**config.mk**
```make
export PLATFORM = sky130hd
export DESIGN_NAME = tqe_cell
export DESIGN_NICKNAME = d
export VERILOG_FILES = /design/src/tqe_pkg.sv /design/src/tqe_cell.sv
export SDC_FILE = /design/constraint.sdc
export NUM_CORES = 1
export LEC_CHECK = 0
export BUFFER_PORTS_ARGS = -buffer_cell sky130_fd_sc_hd__buf_2
export CAP_MARGIN = 0
export CORE_AREA = 2 2 149 151
export CTS_BUF_LIST = sky130_fd_sc_hd__clkbuf_8 sky130_fd_sc_hd__clkbuf_16
export CTS_CLUSTER_DIAMETER = 100
export DETAILED_ROUTE_END_ITERATION = 12
export DIE_AREA = 0 0 151 153
export PLACE_DENSITY_LB_ADDON = 0.3
export SLEW_MARGIN = 20
export SYNTH_ARGS = -nofsm -noshare
export SYNTH_HDL_FRONTEND = slang
export SYNTH_SLANG_ARGS = --single-unit
```
**constraint.sdc**
```tcl
create_clock -name clk -period 5.6 [get_ports clk]
set_clock_uncertainty 0.05 [all_clocks]
set_input_delay 0.28 -clock clk [delete_from_list [all_inputs] [get_ports clk]]
set_output_delay 0.28 -clock clk [all_outputs]
set_load 0.05 [all_outputs]
```
**src/tqe_pkg.sv**
```systemverilog
// ----------------------------------------------------------------------------
// tqe_pkg
// Shared types and constants for the timer queue expiry engine.
// ----------------------------------------------------------------------------
package tqe_pkg;

  localparam int SLOT_COUNT = 16;
  localparam int RESULT_CAP = 16;
  localparam int IDX_W      = $clog2(SLOT_COUNT);
  localparam int CNT_W      = $clog2(SLOT_COUNT + 1);
  localparam int FIRE_W     = $clog2(RESULT_CAP + 1);

  typedef enum logic [2:0] {
    OP_CREATE    = 3'd0,
    OP_DELETE    = 3'd1,
    OP_SET_TRIG  = 3'd2,
    OP_SET_PER   = 3'd3,
    OP_TICK      = 3'd4,
    OP_DEL_OWNER = 3'd5
  } opcode_t;

  typedef enum logic [2:0] {
    CMD_NONE,
    CMD_CREATE,
    CMD_DELETE,
    CMD_SET_TRIG,
    CMD_SET_PER,
    CMD_SNAP,
    CMD_FIRE,
    CMD_DEL_OWNER
  } cmd_op_t;

  typedef struct packed {
    logic [2:0]  opcode;
    logic [3:0]  slot;
    logic [31:0] time_value;
    logic [31:0] now;
    logic        repeat_flag;
    logic [7:0]  owner_id;
  } in_t;

  typedef struct packed {
    logic        fired;
    logic [3:0]  fired_slot;
    logic [7:0]  fired_owner;
    logic [31:0] fired_trigger;
    logic        status;
    logic        last;
  } out_t;

  // Command broadcast to every cell.
  typedef struct packed {
    cmd_op_t          op;
    logic [IDX_W-1:0] idx;
    logic [31:0]      tv;
    logic [31:0]      now;
    logic             rep;
    logic [7:0]       own;
    logic [31:0]      stamp;
  } cmd_t;

  // Best due slot seen so far, handed from cell to cell.
  typedef struct packed {
    logic             vld;
    logic [31:0]      trig;
    logic [31:0]      order;
    logic [IDX_W-1:0] idx;
    logic [7:0]       owner;
    logic             rep;
  } cand_t;

endpackage

```
**src/tqe_cell.sv**
```systemverilog
// ----------------------------------------------------------------------------
// tqe_cell
// One timer slot: holds its state, applies broadcast commands and passes
// the better of its own due entry and the incoming candidate downstream.
// ----------------------------------------------------------------------------
module tqe_cell (
  input  logic                      clk,
  input  logic                      rst,
  input  logic [tqe_pkg::IDX_W-1:0] cell_idx,
  input  tqe_pkg::cmd_t             cmd,
  input  tqe_pkg::cand_t            cand_in,
  output tqe_pkg::cand_t            cand_out,
  output logic                      valid
);
  import tqe_pkg::*;

  logic        due;
  logic [31:0] trig;
  logic [31:0] period;
  logic        rep;
  logic [7:0]  owner;
  logic [31:0] order;

  logic        hit;
  logic [31:0] addend;
  logic [32:0] sum;
  logic [31:0] sat;
  logic        mine_better;

  assign hit    = (cmd.idx == cell_idx);
  assign addend = (cmd.op == CMD_FIRE) ? ((period == 32'd0) ? 32'd1 : period) : cmd.tv;
  assign sum    = {1'b0, cmd.now} + {1'b0, addend};
  assign sat    = sum[32] ? 32'hFFFF_FFFF : sum[31:0];

  assign mine_better = due && (!cand_in.vld || trig < cand_in.trig ||
                       (trig == cand_in.trig && order < cand_in.order));

  always_ff @(posedge clk) begin
    if (rst) begin
      valid        <= 1'b0;
      due          <= 1'b0;
      cand_out.vld <= 1'b0;
    end else begin
      if (mine_better) begin
        cand_out <= '{vld: 1'b1, trig: trig, order: order, idx: cell_idx,
                      owner: owner, rep: rep};
      end else begin
        cand_out <= cand_in;
      end
      case (cmd.op)
        CMD_CREATE: if (hit) begin
          valid  <= 1'b1;
          period <= cmd.tv;
          rep    <= cmd.rep;
          owner  <= cmd.own;
          trig   <= sat;
          order  <= cmd.stamp;
        end
        CMD_DELETE: if (hit) begin
          valid <= 1'b0;
        end
        CMD_SET_TRIG: if (hit && valid) begin
          trig  <= cmd.tv;
          order <= cmd.stamp;
        end
        CMD_SET_PER: if (hit && valid) begin
          period <= cmd.tv;
          trig   <= sat;
          order  <= cmd.stamp;
        end
        CMD_SNAP: begin
          due <= valid && (trig <= cmd.now);
        end
        CMD_FIRE: if (hit) begin
          due <= 1'b0;
          if (rep) begin
            trig  <= sat;
            order <= cmd.stamp;
          end else begin
            valid <= 1'b0;
          end
        end
        CMD_DEL_OWNER: if (valid && owner == cmd.own) begin
          valid <= 1'b0;
        end
        default: begin
        end
      endcase
    end
  end

endmodule

```
## Yosys cells after proc, flatten, opt, wreduce, memory -nomap -nowiden

Index checks and enable logic that the tools add are counted.

- Magnitude comparators: 3
- $add $sub $neg: 1
- Bitwise logic cells: 1
- Eq/ne operators: 19
- Reduce and logical (&&, ||, !) cells: 21
- Muxes and demuxes: 24

Operators with widths:

| cell | number |
|---|---|
| $mux 32 | 13 |
| $pmux 32 s4 | 1 |
| $pmux 32 s3 | 1 |
| $mux 78 | 1 |
| $lt 32x32->1 | 2 |
| $pmux 32 s2 | 1 |
| $add 32x32->33 | 1 |
| $eq 32x32->1 | 1 |
| $le 32x32->1 | 1 |
| $logic_not 32->1 | 1 |
| $ne 2x2->1 const B | 8 |
| $eq 3x3->1 const B | 4 |
| $reduce_and 6->1 | 2 |
| $eq 8x8->1 | 1 |
| $reduce_bool 4->1 | 2 |
| $reduce_and 7->1 | 1 |
| $eq 3x2->1 const B | 2 |
| $logic_and 1x1->1 | 5 |
| $mux 1 | 5 |
| $eq 4x4->1 | 1 |
| $pmux 1 s4 | 1 |
| $reduce_and 4->1 | 1 |
| $reduce_bool 2->1 | 2 |
| $eq 3x1->1 const B | 1 |
| 9 further kinds | 10 |

- Word-level logic and storage cells: 82
- Output and inout bits: 79
- Flip-flop bits (word level): 185
- Input port bits: 196

## Logic depth before layout (Yosys ltp)

Gate-level depths: netlist of the first run.

- Depth in word-level cells: 8
- Mapped depth: 17
- Gate-level depth less buffers: 17

## Worst setup path before layout of the first run

OpenSTA, ideal clock, no wires.

- Path kind: input to register
- Start: in rst
- End: reg period[0] (enable)
- Cell stages on the path: 3
- Required time: 5.089 ns
- Path slack: 0.636 ns
- Library setup time: 0.461 ns
- Data arrival time: 4.453 ns
- Buffers on the path: 0
- Cells stage by stage: inv_1 nand2_1 nor3_1

- Longest elaborated chain between the ends: 2

Ends and longest elaborated chain:

| element | RTL line | source |
|---|---|---|
| start: declaration | tqe_cell.sv:8 | `input logic rst,` |
| $not 1->1 (no source line) | - |  |
| $reduce_and 4->1 (no source line) | - |  |
| end signal: assignment | tqe_cell.sv:53 | `period <= cmd.tv;` |
| end signal: assignment | tqe_cell.sv:67 | `period <= cmd.tv;` |
| end: declaration | tqe_cell.sv:19 | `logic [31:0] period;` |

Every way passes these cells.
A chain may end at the register's enable or synchronous reset.

## Worst setup path after layout of the first run

- Start: in cmd[111] (netlist name)
- End: reg trig[22] (data pin)

- Longest elaborated chain between the ends: 7
- Elaborated cells between the ends (all ways): 12
- Classes of those cells: 1 x add/sub; 4 x eq/ne; 7 x mux

Ends and longest elaborated chain:

| element | RTL line | source |
|---|---|---|
| start: declaration | tqe_cell.sv:10 | `input tqe_pkg::cmd_t cmd,` |
| $eq 3x3->1 | tqe_cell.sv:31, tqe_cell.sv:50 |  |
| $mux 32 | tqe_cell.sv:31 | `assign addend = (cmd.op == CMD_FIRE) ? ((period == 32'd0) ? 32'd1 : period) : cmd.tv;` |
| $add 32x32->33 | tqe_cell.sv:32 | `assign sum = {1'b0, cmd.now} + {1'b0, addend};` |
| $mux 32 | tqe_cell.sv:33 | `assign sat = sum[32] ? 32'hFFFF_FFFF : sum[31:0];` |
| $mux 32 | tqe_cell.sv:76 | `if (rep) begin` |
| $mux 32 | tqe_cell.sv:74 | `CMD_FIRE: if (hit) begin` |
| $pmux 32 s4 * | tqe_cell.sv:50 | `case (cmd.op)` |
| end signal: assignment | tqe_cell.sv:56 | `trig <= sat;` |
| end signal: assignment | tqe_cell.sv:63 | `trig <= cmd.tv;` |
| end signal: assignment | tqe_cell.sv:77 | `trig <= sat;` |
| end: declaration | tqe_cell.sv:18 | `logic [31:0] trig;` |

Every way passes the cells marked *; elsewhere a longest branch is shown, timed or not. The select of a mux whose other input is x is not followed.

==> impl_metrics.toml, run 1 <==
[sta]
slew_headroom = 0.309
setup_viol = 0
layout_worst_path_cycle_share = 0.763
tns_ps = 0
tightest_slew_ps = 1040
drv_slew = 0
rsz0062_at_grt = "false"
fmax_mhz = 234
hold_violations = 0
fin_crit_ps = 4270

[placement]
io_buffers = 274
dp_hpwl_um = 24200
gp_congestion = 0.892
place_inst = 1519

[clock_tree]
numCtsBuffers = 17
cts-resized-gates = 0
post_cts_buffers = 0
clock_latency_ps = 450
numClockSinks = 185
clkTransAtPathRegs_ps = 70
htree_levels = 4
cts_tree = "yes"
clockRootBuffer = "clkbuf_16"
clock_path_buffers = 2
ctsHoldBuffers = 55

[critical_path]
arrival_ps = 4410
path_class = "input port to flop"
cp-start-kind = "input port"
required_ps = 5740
end_kind = "flop"
r2r_cells = 19
cp_max_fo = 25

[detailed_routing]
firstDrtPassIters = 5
ant_nets = 0
wl_per_cell_um = 19.4
via_per_inst = 5.59
wirelength_um = 31200
route.detailed.drc = 0
drt_iter0_markers = 540
routed-via-count = 9029

[flow_run]
cap_violations = 0

[power_and_ir_drop]
p_sw_frac = 0.300
p_int_mw = 2.49
powerDensity_nw_per_um2 = 246
switchingPower_mw = 1.07
power_mw = 3.56
peakVddDrop_mv = 0.185
p_comb_frac = 0.217
p_clk_frac = 0.336
leakage_nw = 6.63
seqPwrFrac = 0.447

[synthesis]
synth_edf_count = 182
yosys_warnings = 0
ys.flop_type = "edfxtp_1"
synth_cells = 980
yosysTopAreaCell = "edfxtp_1"
seq_area_frac_synth = 0.475
synth.top_cell.area_share = 0.470
netlist_area_um2 = 11600
ys_seq_elements = 185
synthTopCellsByArea = "edfxtp_1 47%, ha_1 14%, mux2_2 7.7%, mux2_4 3.9%, inv_1 3.6%"
synthArstFlopShare = 0
syn-mean-instance-area_um2 = 11.9
synth_nets = 1305
synth_cell_type_count = 57

[die]
die_h_um = 153
start_util = 0.541
dieArea_um2 = 23100
row_count = 54
dieWidth_um = 151
io_pins = 275
core-area_um2 = 21500

[global_route]
antenna_found_initial = 7
grt_usage = 0.270
grt.overflow.total = 0
grt_pass1_vias = 9182
grt_pass1_wl_um = 47300
grt_max_degree = 79

[hold_path]
whs_path_depth = 1
hp-class = "input port to flop"

[outcome]
status = "complete, no violations"

[final_layout]
layoutNonFillerInstCount = 1614
final_util = 0.675
final_layout_size_suffix_gt1_frac = 0.327
syn2layout_area_growth_pct = 24.7
nNetsFinal = 1639
[final timing paths]
kind / from / to / slack (ps)
setup reg to reg: period[24] / trig[22] / 1430
hold reg to reg: order[4] / cand_out[17] / 530
setup / recovery: cmd[111] / trig[22] / 1330
hold / removal: cmd[90] / period[17] / 10
[synth_stat cells, drive strengths merged (2+ instances only)]
master,n
o22a,7
buf,14
dfxtp,3
mux2,109
xnor2,22
a211oi,4
nand2,28
a21oi,68
nor3,8
a31oi,25
nor2b,11
nand4,28
nor2,53
a221oi,4
nor3b,2
a21o,48
edfxtp,182
o2111ai,2
a41o,2
ha,128
and2,2
nand2b,6
o211ai,7
clkbuf,10
nand3b,2
o21a,2
inv,111
o21ai,26
o21bai,5
xor2,18
a31o,2
nand3,6
nor4,17
o31ai,2
a2111oi,2
[routing by layer]
metal  part of all wire  routed length (um)  vias up  GRT usage
met5                  0                   0        -          0
met4              0.030                 950        0      0.113
met3              0.068                2140       60     0.0504
met1               0.41               12800     4261      0.330
li1                   -                   -     4358          -
met2               0.49               15400      350      0.464
[sequential cells by signal, indices dropped and copies added (netlist names)]
register,flops
trig,32
due,1
valid,1
order,32
period,32
cand_out,78
owner,8
rep,1
[power by group through the flow]
stage	Clock (mW)	Sequential (mW)	Combinational, mW
5_1_grt	1.26	1.60	0.843
3_3_place_gp	0	1.62	0.725
6_report	1.20	1.59	0.773
2_1_floorplan	0	1.75	0.387
4_1_cts	1.21	1.59	0.769
3_5_place_dp	0	1.62	0.733
[worst max-delay path, stage by stage]
cell and delay (ps):
buf_2 150, nor2b_1 310, nand2_1 380, buf_4 370, mux2_2 310, ha_1 360
a211oi_1 290, nor2_1 90, nor4_1 320, o21ai_0 120, a21oi_1 290, o21ai_1 140
a21oi_2 140, buf_4 300, nand2_1 270, o22a_1 250
[kinds of logic (layout without fill, tap and decap cells)]
| family | after synthesis | count (layout) | share of synthesized area |
|---|---|---|---|
| AOI/OAI and AO/OA | 214 | 214 | 0.120 |
| xor gates and xnor gates | 40 | 40 | 0.0301 |
| adders and majority gates | 129 | 129 | 0.140 |
| buffers and inverters | 135 | 482 | 0.0470 |
| DFF | 185 | 185 | 0.475 |
| muxes | 110 | 110 | 0.116 |
| other | 0 | 7 | 0 |
| and+or+nand+nor | 167 | 167 | 0.0716 |
[cell usage in the layout (no fill, tap or decap), types with 5 or more instances in the layout]
cell | synthesis | final
o21ai_1 | 6 | 6
a21o_1 | 48 | 48
o211ai_1 | 7 | 7
nand4_1 | 28 | 28
nor2_1 | 53 | 53
dlygate4sd3_1 | 0 | 55
buf_2 | 8 | 274
o21ai_0 | 20 | 20
xor2_1 | 18 | 18
edfxtp_1 | 182 | 182
mux2_4 | 30 | 30
diode_2 | 0 | 7
buf_4 | 0 | 9
a21oi_1 | 67 | 65
xnor2_1 | 22 | 22
clkbuf_16 | 0 | 17
o22a_1 | 7 | 7
inv_1 | 111 | 111
mux2_2 | 79 | 79
a31oi_1 | 25 | 25
nor3_1 | 8 | 7
nor4_1 | 17 | 17
o21bai_1 | 5 | 5
nor2b_1 | 11 | 11
nand2_1 | 28 | 28
nand2b_1 | 6 | 6
ha_1 | 128 | 128
nand3_1 | 6 | 6
[through the flow]
step                setup slack [ps]  hold WS, ps  cell area, um2
finish                          1330         14.1           14500
global route                     963         4.53           14500
CTS                             1410        0.793           14500
detailed placement               967          408           13300
global placement                1110          407           13300
floorplan                        636          302           11600
[cell type report]
type	instances	area [um2]
repair buffers	339	2020
clock inverters	15	156
fillers	1624	6990
multi-input cells	660	5590
flip-flops and latches	185	5530
diodes	7	17.5
inverters	111	418
clock buffers	17	425
well taps	280	350
(Power assumes the default switching activity.)
==> inputs of run 2 (changes only) <==
--- a/config.mk
+++ b/config.mk
@@ -7,11 +7,11 @@
 export LEC_CHECK = 0
 export BUFFER_PORTS_ARGS = -buffer_cell sky130_fd_sc_hd__buf_2
 export CAP_MARGIN = 0
-export CORE_AREA = 2 2 149 151
+export CORE_AREA = 2 2 156 158
 export CTS_BUF_LIST = sky130_fd_sc_hd__clkbuf_8 sky130_fd_sc_hd__clkbuf_16
 export CTS_CLUSTER_DIAMETER = 100
 export DETAILED_ROUTE_END_ITERATION = 12
-export DIE_AREA = 0 0 151 153
+export DIE_AREA = 0 0 158 160
 export PLACE_DENSITY_LB_ADDON = 0.3
 export SLEW_MARGIN = 20
 export SYNTH_ARGS = -nofsm -noshare
==> constraint.sdc (replaced) <==
create_clock -name clk -period 3.5 [get_ports clk]
set_clock_uncertainty 0.05 [all_clocks]
set_input_delay 0.175 -clock clk [delete_from_list [all_inputs] [get_ports clk]]
set_output_delay 0.175 -clock clk [all_outputs]
set_load 0.05 [all_outputs]
==> impl_metrics.toml, run 2 (same netlist as run 1, synthesis figures left out) <==
[outcome]
status = "finished with violations"
violations = "negative setup slack"

[die]
core-area_um2 = 23800
dieArea_um2 = 25300
io_pins = 275
die_h_um = 160
start_util = 0.488
row_count = 57
dieWidth_um = 158

[global_route]
antenna_found_initial = 1
grt.overflow.total = 0
grt_max_degree = 79
grt_pass1_wl_um = 52000
grt_pass1_vias = 10000
grt_usage = 0.270

[clock_tree]
clock_latency_ps = 440
htree_levels = 4
clkTransAtPathRegs_ps = 80
cts_tree = "yes"
numCtsBuffers = 17
clock_path_buffers = 2
clockRootBuffer = "clkbuf_16"
numClockSinks = 185

[critical_path]
cp_top_family = "compound AO/OA/AOI/OAI gates"
critical_path_buf_inv_count = 3
arrival_ps = 3770
critPathMaxStageDelay_ps = 410
required_ps = 3720
regToRegSetupSlack_ps = -50
cp_slowest_cell = "edfxtp_1"
critPathLaunch = "period[25]"
worstReg2RegStart = "period[25]"
rr_endpoint = "trig[12]"
cp-start-kind = "flop"
r2r_cells = 18
end_kind = "flop"
cp_cell_sequence = "nor4_2, buf_4, nand4_1, nor2_1, nor2_1, o21ai_1, ha_2, inv_2, fa_2, nand2b_4, a21oi_4, o21ai_2, o21bai_2, a21oi_2, o21ai_2, a21oi_4, clkbuf_16, a31oi_4"
path_class = "flop to flop"
path_depth = 18
critPathCapture = "trig[12]"
cp_max_fo = 6

[detailed_routing]
via_per_inst = 5.35
route.detailed.drc = 0
wl_per_cell_um = 19.2
ant_nets = 0
drt_iter0_markers = 708
firstDrtPassIters = 5
wirelength_um = 35000
routed-via-count = 9732

[power_and_ir_drop]
peakVddDrop_mv = 0.249
leakage_nw = 7.48
powerDensity_nw_per_um2 = 375

[hold_path]
hp-class = "input port to flop"

[final_layout]
final_layout_size_suffix_gt1_frac = 0.374
layoutNonFillerInstCount = 1820
final_common_cell = "buf_2"
largest_register_ffs = 78
largest_register = "cand_out"
syn2layout_area_growth_pct = 40.6
final_cell_mix = "274 x buf_2, 182 x edfxtp_1, 133 x dlygate4sd3_1"
nNetsFinal = 1806
final_util = 0.686
fillCellCount = 1763

[placement]
place_inst = 1645
gp_congestion = 0.941
io_buffers = 274
dp_hpwl_um = 25400

[sta]
fmax_mhz = 282
rsz0062_at_grt = "true"
hold_violations = 0
layout_worst_path_cycle_share = 1.01
slew_headroom = 0.268
tightest_slew_ps = 1100
fin_ws_ps = -48.9
timing.hold.ws_ps = 12.1
fin_crit_ps = 3550
setup_viol = 17
drv_slew = 0

[flow_run]
cap_violations = 0
[run 2: area by class of cell]
| cell class | instances | area (um2) | share of cell area |
|---|---|---|---|
| clock buffers | 17 | 425 | 0.0260 |
| diodes | 2 | 5.00 | 0.000306 |
| multi-input cells | 660 | 5850 | 0.358 |
| flip-flops and latches | 185 | 5530 | 0.338 |
| inverters | 111 | 420 | 0.0257 |
| clock inverters | 15 | 193 | 0.0118 |
| repair buffers | 506 | 3520 | 0.216 |
| well taps | 324 | 405 | 0.0248 |
[run 2: worst min path at each step]
| stage | startpoint | to | cells after the start |
|---|---|---|---|
| 2_1_floorplan | rst | cand_out[77] | 1 |
| 3_3_place_gp | cmd[23] | order[23] | 1 |
| 3_5_place_dp | cmd[12] | order[12] | 1 |
| 4_1_cts | cand_in[59] | cand_out[59] | 2 |
| 5_1_grt | cand_in[43] | cand_out[43] | 2 |
| 6_report | cand_in[43] | cand_out[43] | 2 |
[run 2: through the flow]
stage	cell area (um2)	power, mW	setup WS [ps]	setup TNS, ps
after global routing	16300	6.36	-259	-7100
after CTS	16100	6.08	-115	-2080
after global placement	14000	3.88	-294	-7610
after floorplan	11600	3.41	5.72	0
final	16300	6.13	-48.9	-388
after detailed placement	14000	3.90	-445	-12550
[run 2: where the power goes]
part           switching [mW]  internal [mW]  leakage (nW)  total (mW)
logic                   0.835          0.726          5.44        1.56
clock network           0.984           1.04         0.302        2.03
registers              0.0226           2.53          1.73        2.55
total                    1.84           4.29          7.48        6.13
[run 2: repair_timing]
item,CTS,global route
resized for setup,25,23
pin swaps,20,18
cloned,0,2
setup buffers,3,3
hold buffers,133,0
setup endpoints to repair,32,39
hold endpoints to repair,131,0
[run 2: layer usage]
layer / track usage / wire, um / vias to the layer above
li1: - / - / 4693
met1: 0.327 / 14400 / 4582
met2: 0.468 / 17100 / 381
met3: 0.0510 / 2260 / 76
met4: 0.111 / 1220 / 0
met5: 0 / 0 / -
[run 2: worst reg2reg max path: cells and delay by family (launching register included)]
family / cells / cell delay (ps)
compound gates: 8 / 1160
simple gates: 5 / 830
fa+ha+maj: 2 / 530
flops: 1 / 410
buf+inv: 3 / 390
==> inputs of run 3 (changes only) <==
--- a/config.mk
+++ b/config.mk
@@ -7,11 +7,11 @@
 export LEC_CHECK = 0
 export BUFFER_PORTS_ARGS = -buffer_cell sky130_fd_sc_hd__buf_2
 export CAP_MARGIN = 0
-export CORE_AREA = 2 2 156 158
+export CORE_AREA = 5 5 159 161
 export CTS_BUF_LIST = sky130_fd_sc_hd__clkbuf_8 sky130_fd_sc_hd__clkbuf_16
 export CTS_CLUSTER_DIAMETER = 100
 export DETAILED_ROUTE_END_ITERATION = 12
-export DIE_AREA = 0 0 158 160
+export DIE_AREA = 0 0 164 166
 export PLACE_DENSITY_LB_ADDON = 0.3
 export SLEW_MARGIN = 20
 export SYNTH_ARGS = -nofsm -noshare
==> impl_metrics.toml, run 3 (same netlist as run 1, synthesis figures left out) <==
[critical_path]
critPathMaxStageDelay_ps = 410
cp-start-kind = "flop"
cp_max_fo = 12
critical_path_buf_inv_count = 4
arrival_ps = 3840
cp_slowest_cell = "edfxtp_1"
rr_endpoint = "trig[13]"
worstReg2RegStart = "period[29]"
cp_top_family = "compound AO/OA/AOI/OAI gates"
cp_cell_sequence = "nor4_2, buf_4, nand4_1, nor2_1, nor2_1, o21ai_1, ha_2, inv_2, fa_2, nand2b_4, a21oi_4, o21ai_2, o21bai_1, buf_4, a21oi_2, o21ai_2, a21oi_4, buf_12, a31oi_1"
path_class = "flop to flop"
path_depth = 19
end_kind = "flop"
critPathLaunch = "period[29]"
critPathCapture = "trig[13]"
required_ps = 3710
regToRegSetupSlack_ps = -130
r2r_cells = 19

[detailed_routing]
wl_per_cell_um = 19.6
via_per_inst = 5.39
firstDrtPassIters = 7
ant_nets = 0
routed-via-count = 9689
wirelength_um = 35300
route.detailed.drc = 0
drt_iter0_markers = 712

[power_and_ir_drop]
powerDensity_nw_per_um2 = 373
leakage_nw = 7.40
power_mw = 6.01
peakVddDrop_mv = 0.259

[sta]
fmax_mhz = 275
hold_violations = 0
layout_worst_path_cycle_share = 1.04
tightest_slew_ps = 1060
fin_crit_ps = 3630
rsz0062_at_grt = "true"
fin_ws_ps = -132
setup_viol = 30
slew_headroom = 0.295
drv_slew = 0

[clock_tree]
htree_levels = 4
clkTransAtPathRegs_ps = 80
clockRootBuffer = "clkbuf_16"
numClockSinks = 185
cts_tree = "yes"
clock_path_buffers = 2
numCtsBuffers = 17
clock_latency_ps = 440

[die]
io_pins = 275
start_util = 0.488
row_count = 57
dieArea_um2 = 27200
core-area_um2 = 23800
die_h_um = 166
dieWidth_um = 164

[final_layout]
final_cell_mix = "274 x buf_2, 182 x edfxtp_1, 127 x ha_1"
largest_register = "cand_out"
syn2layout_area_growth_pct = 38.4
diodes = 0
final_layout_size_suffix_gt1_frac = 0.373
final_common_cell = "buf_2"
layoutNonFillerInstCount = 1799
largest_register_ffs = 78
final_cell_area_um2 = 16100
nNetsFinal = 1787

[placement]
dp_hpwl_um = 26400
place_inst = 1649
io_buffers = 274
pre_cts_slack_ps = -319
dpl_cell_area_um2 = 14100
gp_congestion = 0.927

[global_route]
grt.overflow.total = 0
grt_pass1_vias = 9944
grt_usage = 0.251
antenna_found_initial = 2
grt_pass1_wl_um = 53100
grt_max_degree = 79

[outcome]
violations = "negative setup slack"
status = "finished with violations"

[flow_run]
cap_violations = 0

[hold_path]
whs_path_depth = 2
hp-class = "input port to flop"
[run 3: changes by cell type in the layout (fill, tap and decap cells not counted), moves of 3 or more]
| cell | before | now |
|---|---|---|
| a31oi_1 | 11 | 22 |
| buf_6 | 6 | 2 |
| dlygate4sd3_1 | 133 | 113 |
| a31oi_2 | 7 | 1 |
| buf_12 | 3 | 7 |
| nor4_1 | 15 | 12 |
| a31oi_4 | 7 | 2 |
[run 3: worst min path at each step]
stage / start / endpoint
after floorplan: rst / cand_out[77]
after global placement: cmd[10] / order[10]
after detailed placement: cmd[0] / order[0]
after CTS: cand_in[28] / cand_out[28]
after global routing: cand_in[74] / cand_out[74]
final: cand_in[56] / cand_out[56]
[run 3: cell type report]
class | count | area [um2]
fill | 1786 | 7730
inverter | 111 | 420
clock buffer | 17 | 425
sequential | 185 | 5530
timing repair buffer | 487 | 3370
clock inverter | 15 | 176
tap | 324 | 405
multi-input combinational | 660 | 5770
[run 3: through the flow]
| stage | hold WS [ps] | utilization | setup TNS (ps) |
|---|---|---|---|
| after floorplan | 197 | - | 0 |
| after global placement | 303 | 0.593 | -8740 |
| after detailed placement | 303 | 0.593 | -11210 |
| after CTS | 0.225 | 0.668 | -148 |
| after global routing | 1.40 | 0.675 | -9310 |
| final | 14.8 | 0.675 | -2200 |
[run 3: metal layers]
layer	up-vias	wire [um]	global-route usage
met5	-	25	0
met2	346	17400	0.434
met3	60	2390	0.0529
met1	4634	14400	0.314
li1	4645	-	-
met4	4	1040	0.0795
[run 3: what timing repair did]
item                       in CTS  in global routing
pin swaps                       4                 11
hold endpoints to repair      111                  1
gates resized for setup        13                 21
setup endpoints to repair     107                 78
setup buffers                   1                  2
gates cloned                    0                  2
hold buffers                  112                  1
[run 3: worst reg2reg max path: cells and delay by family (launching register included)]
kind,cells,cell delay [ps]
compound gates,8,1100
fa+ha+maj,2,560
buf+inv,4,510
flops,1,410
simple gates,5,800
[run 3: power by group]
group          internal [mW]  switching, mW  leakage, nW
Clock                  0.968          0.984        0.293
Combinational          0.694          0.811         5.38
Sequential              2.53         0.0248         1.73
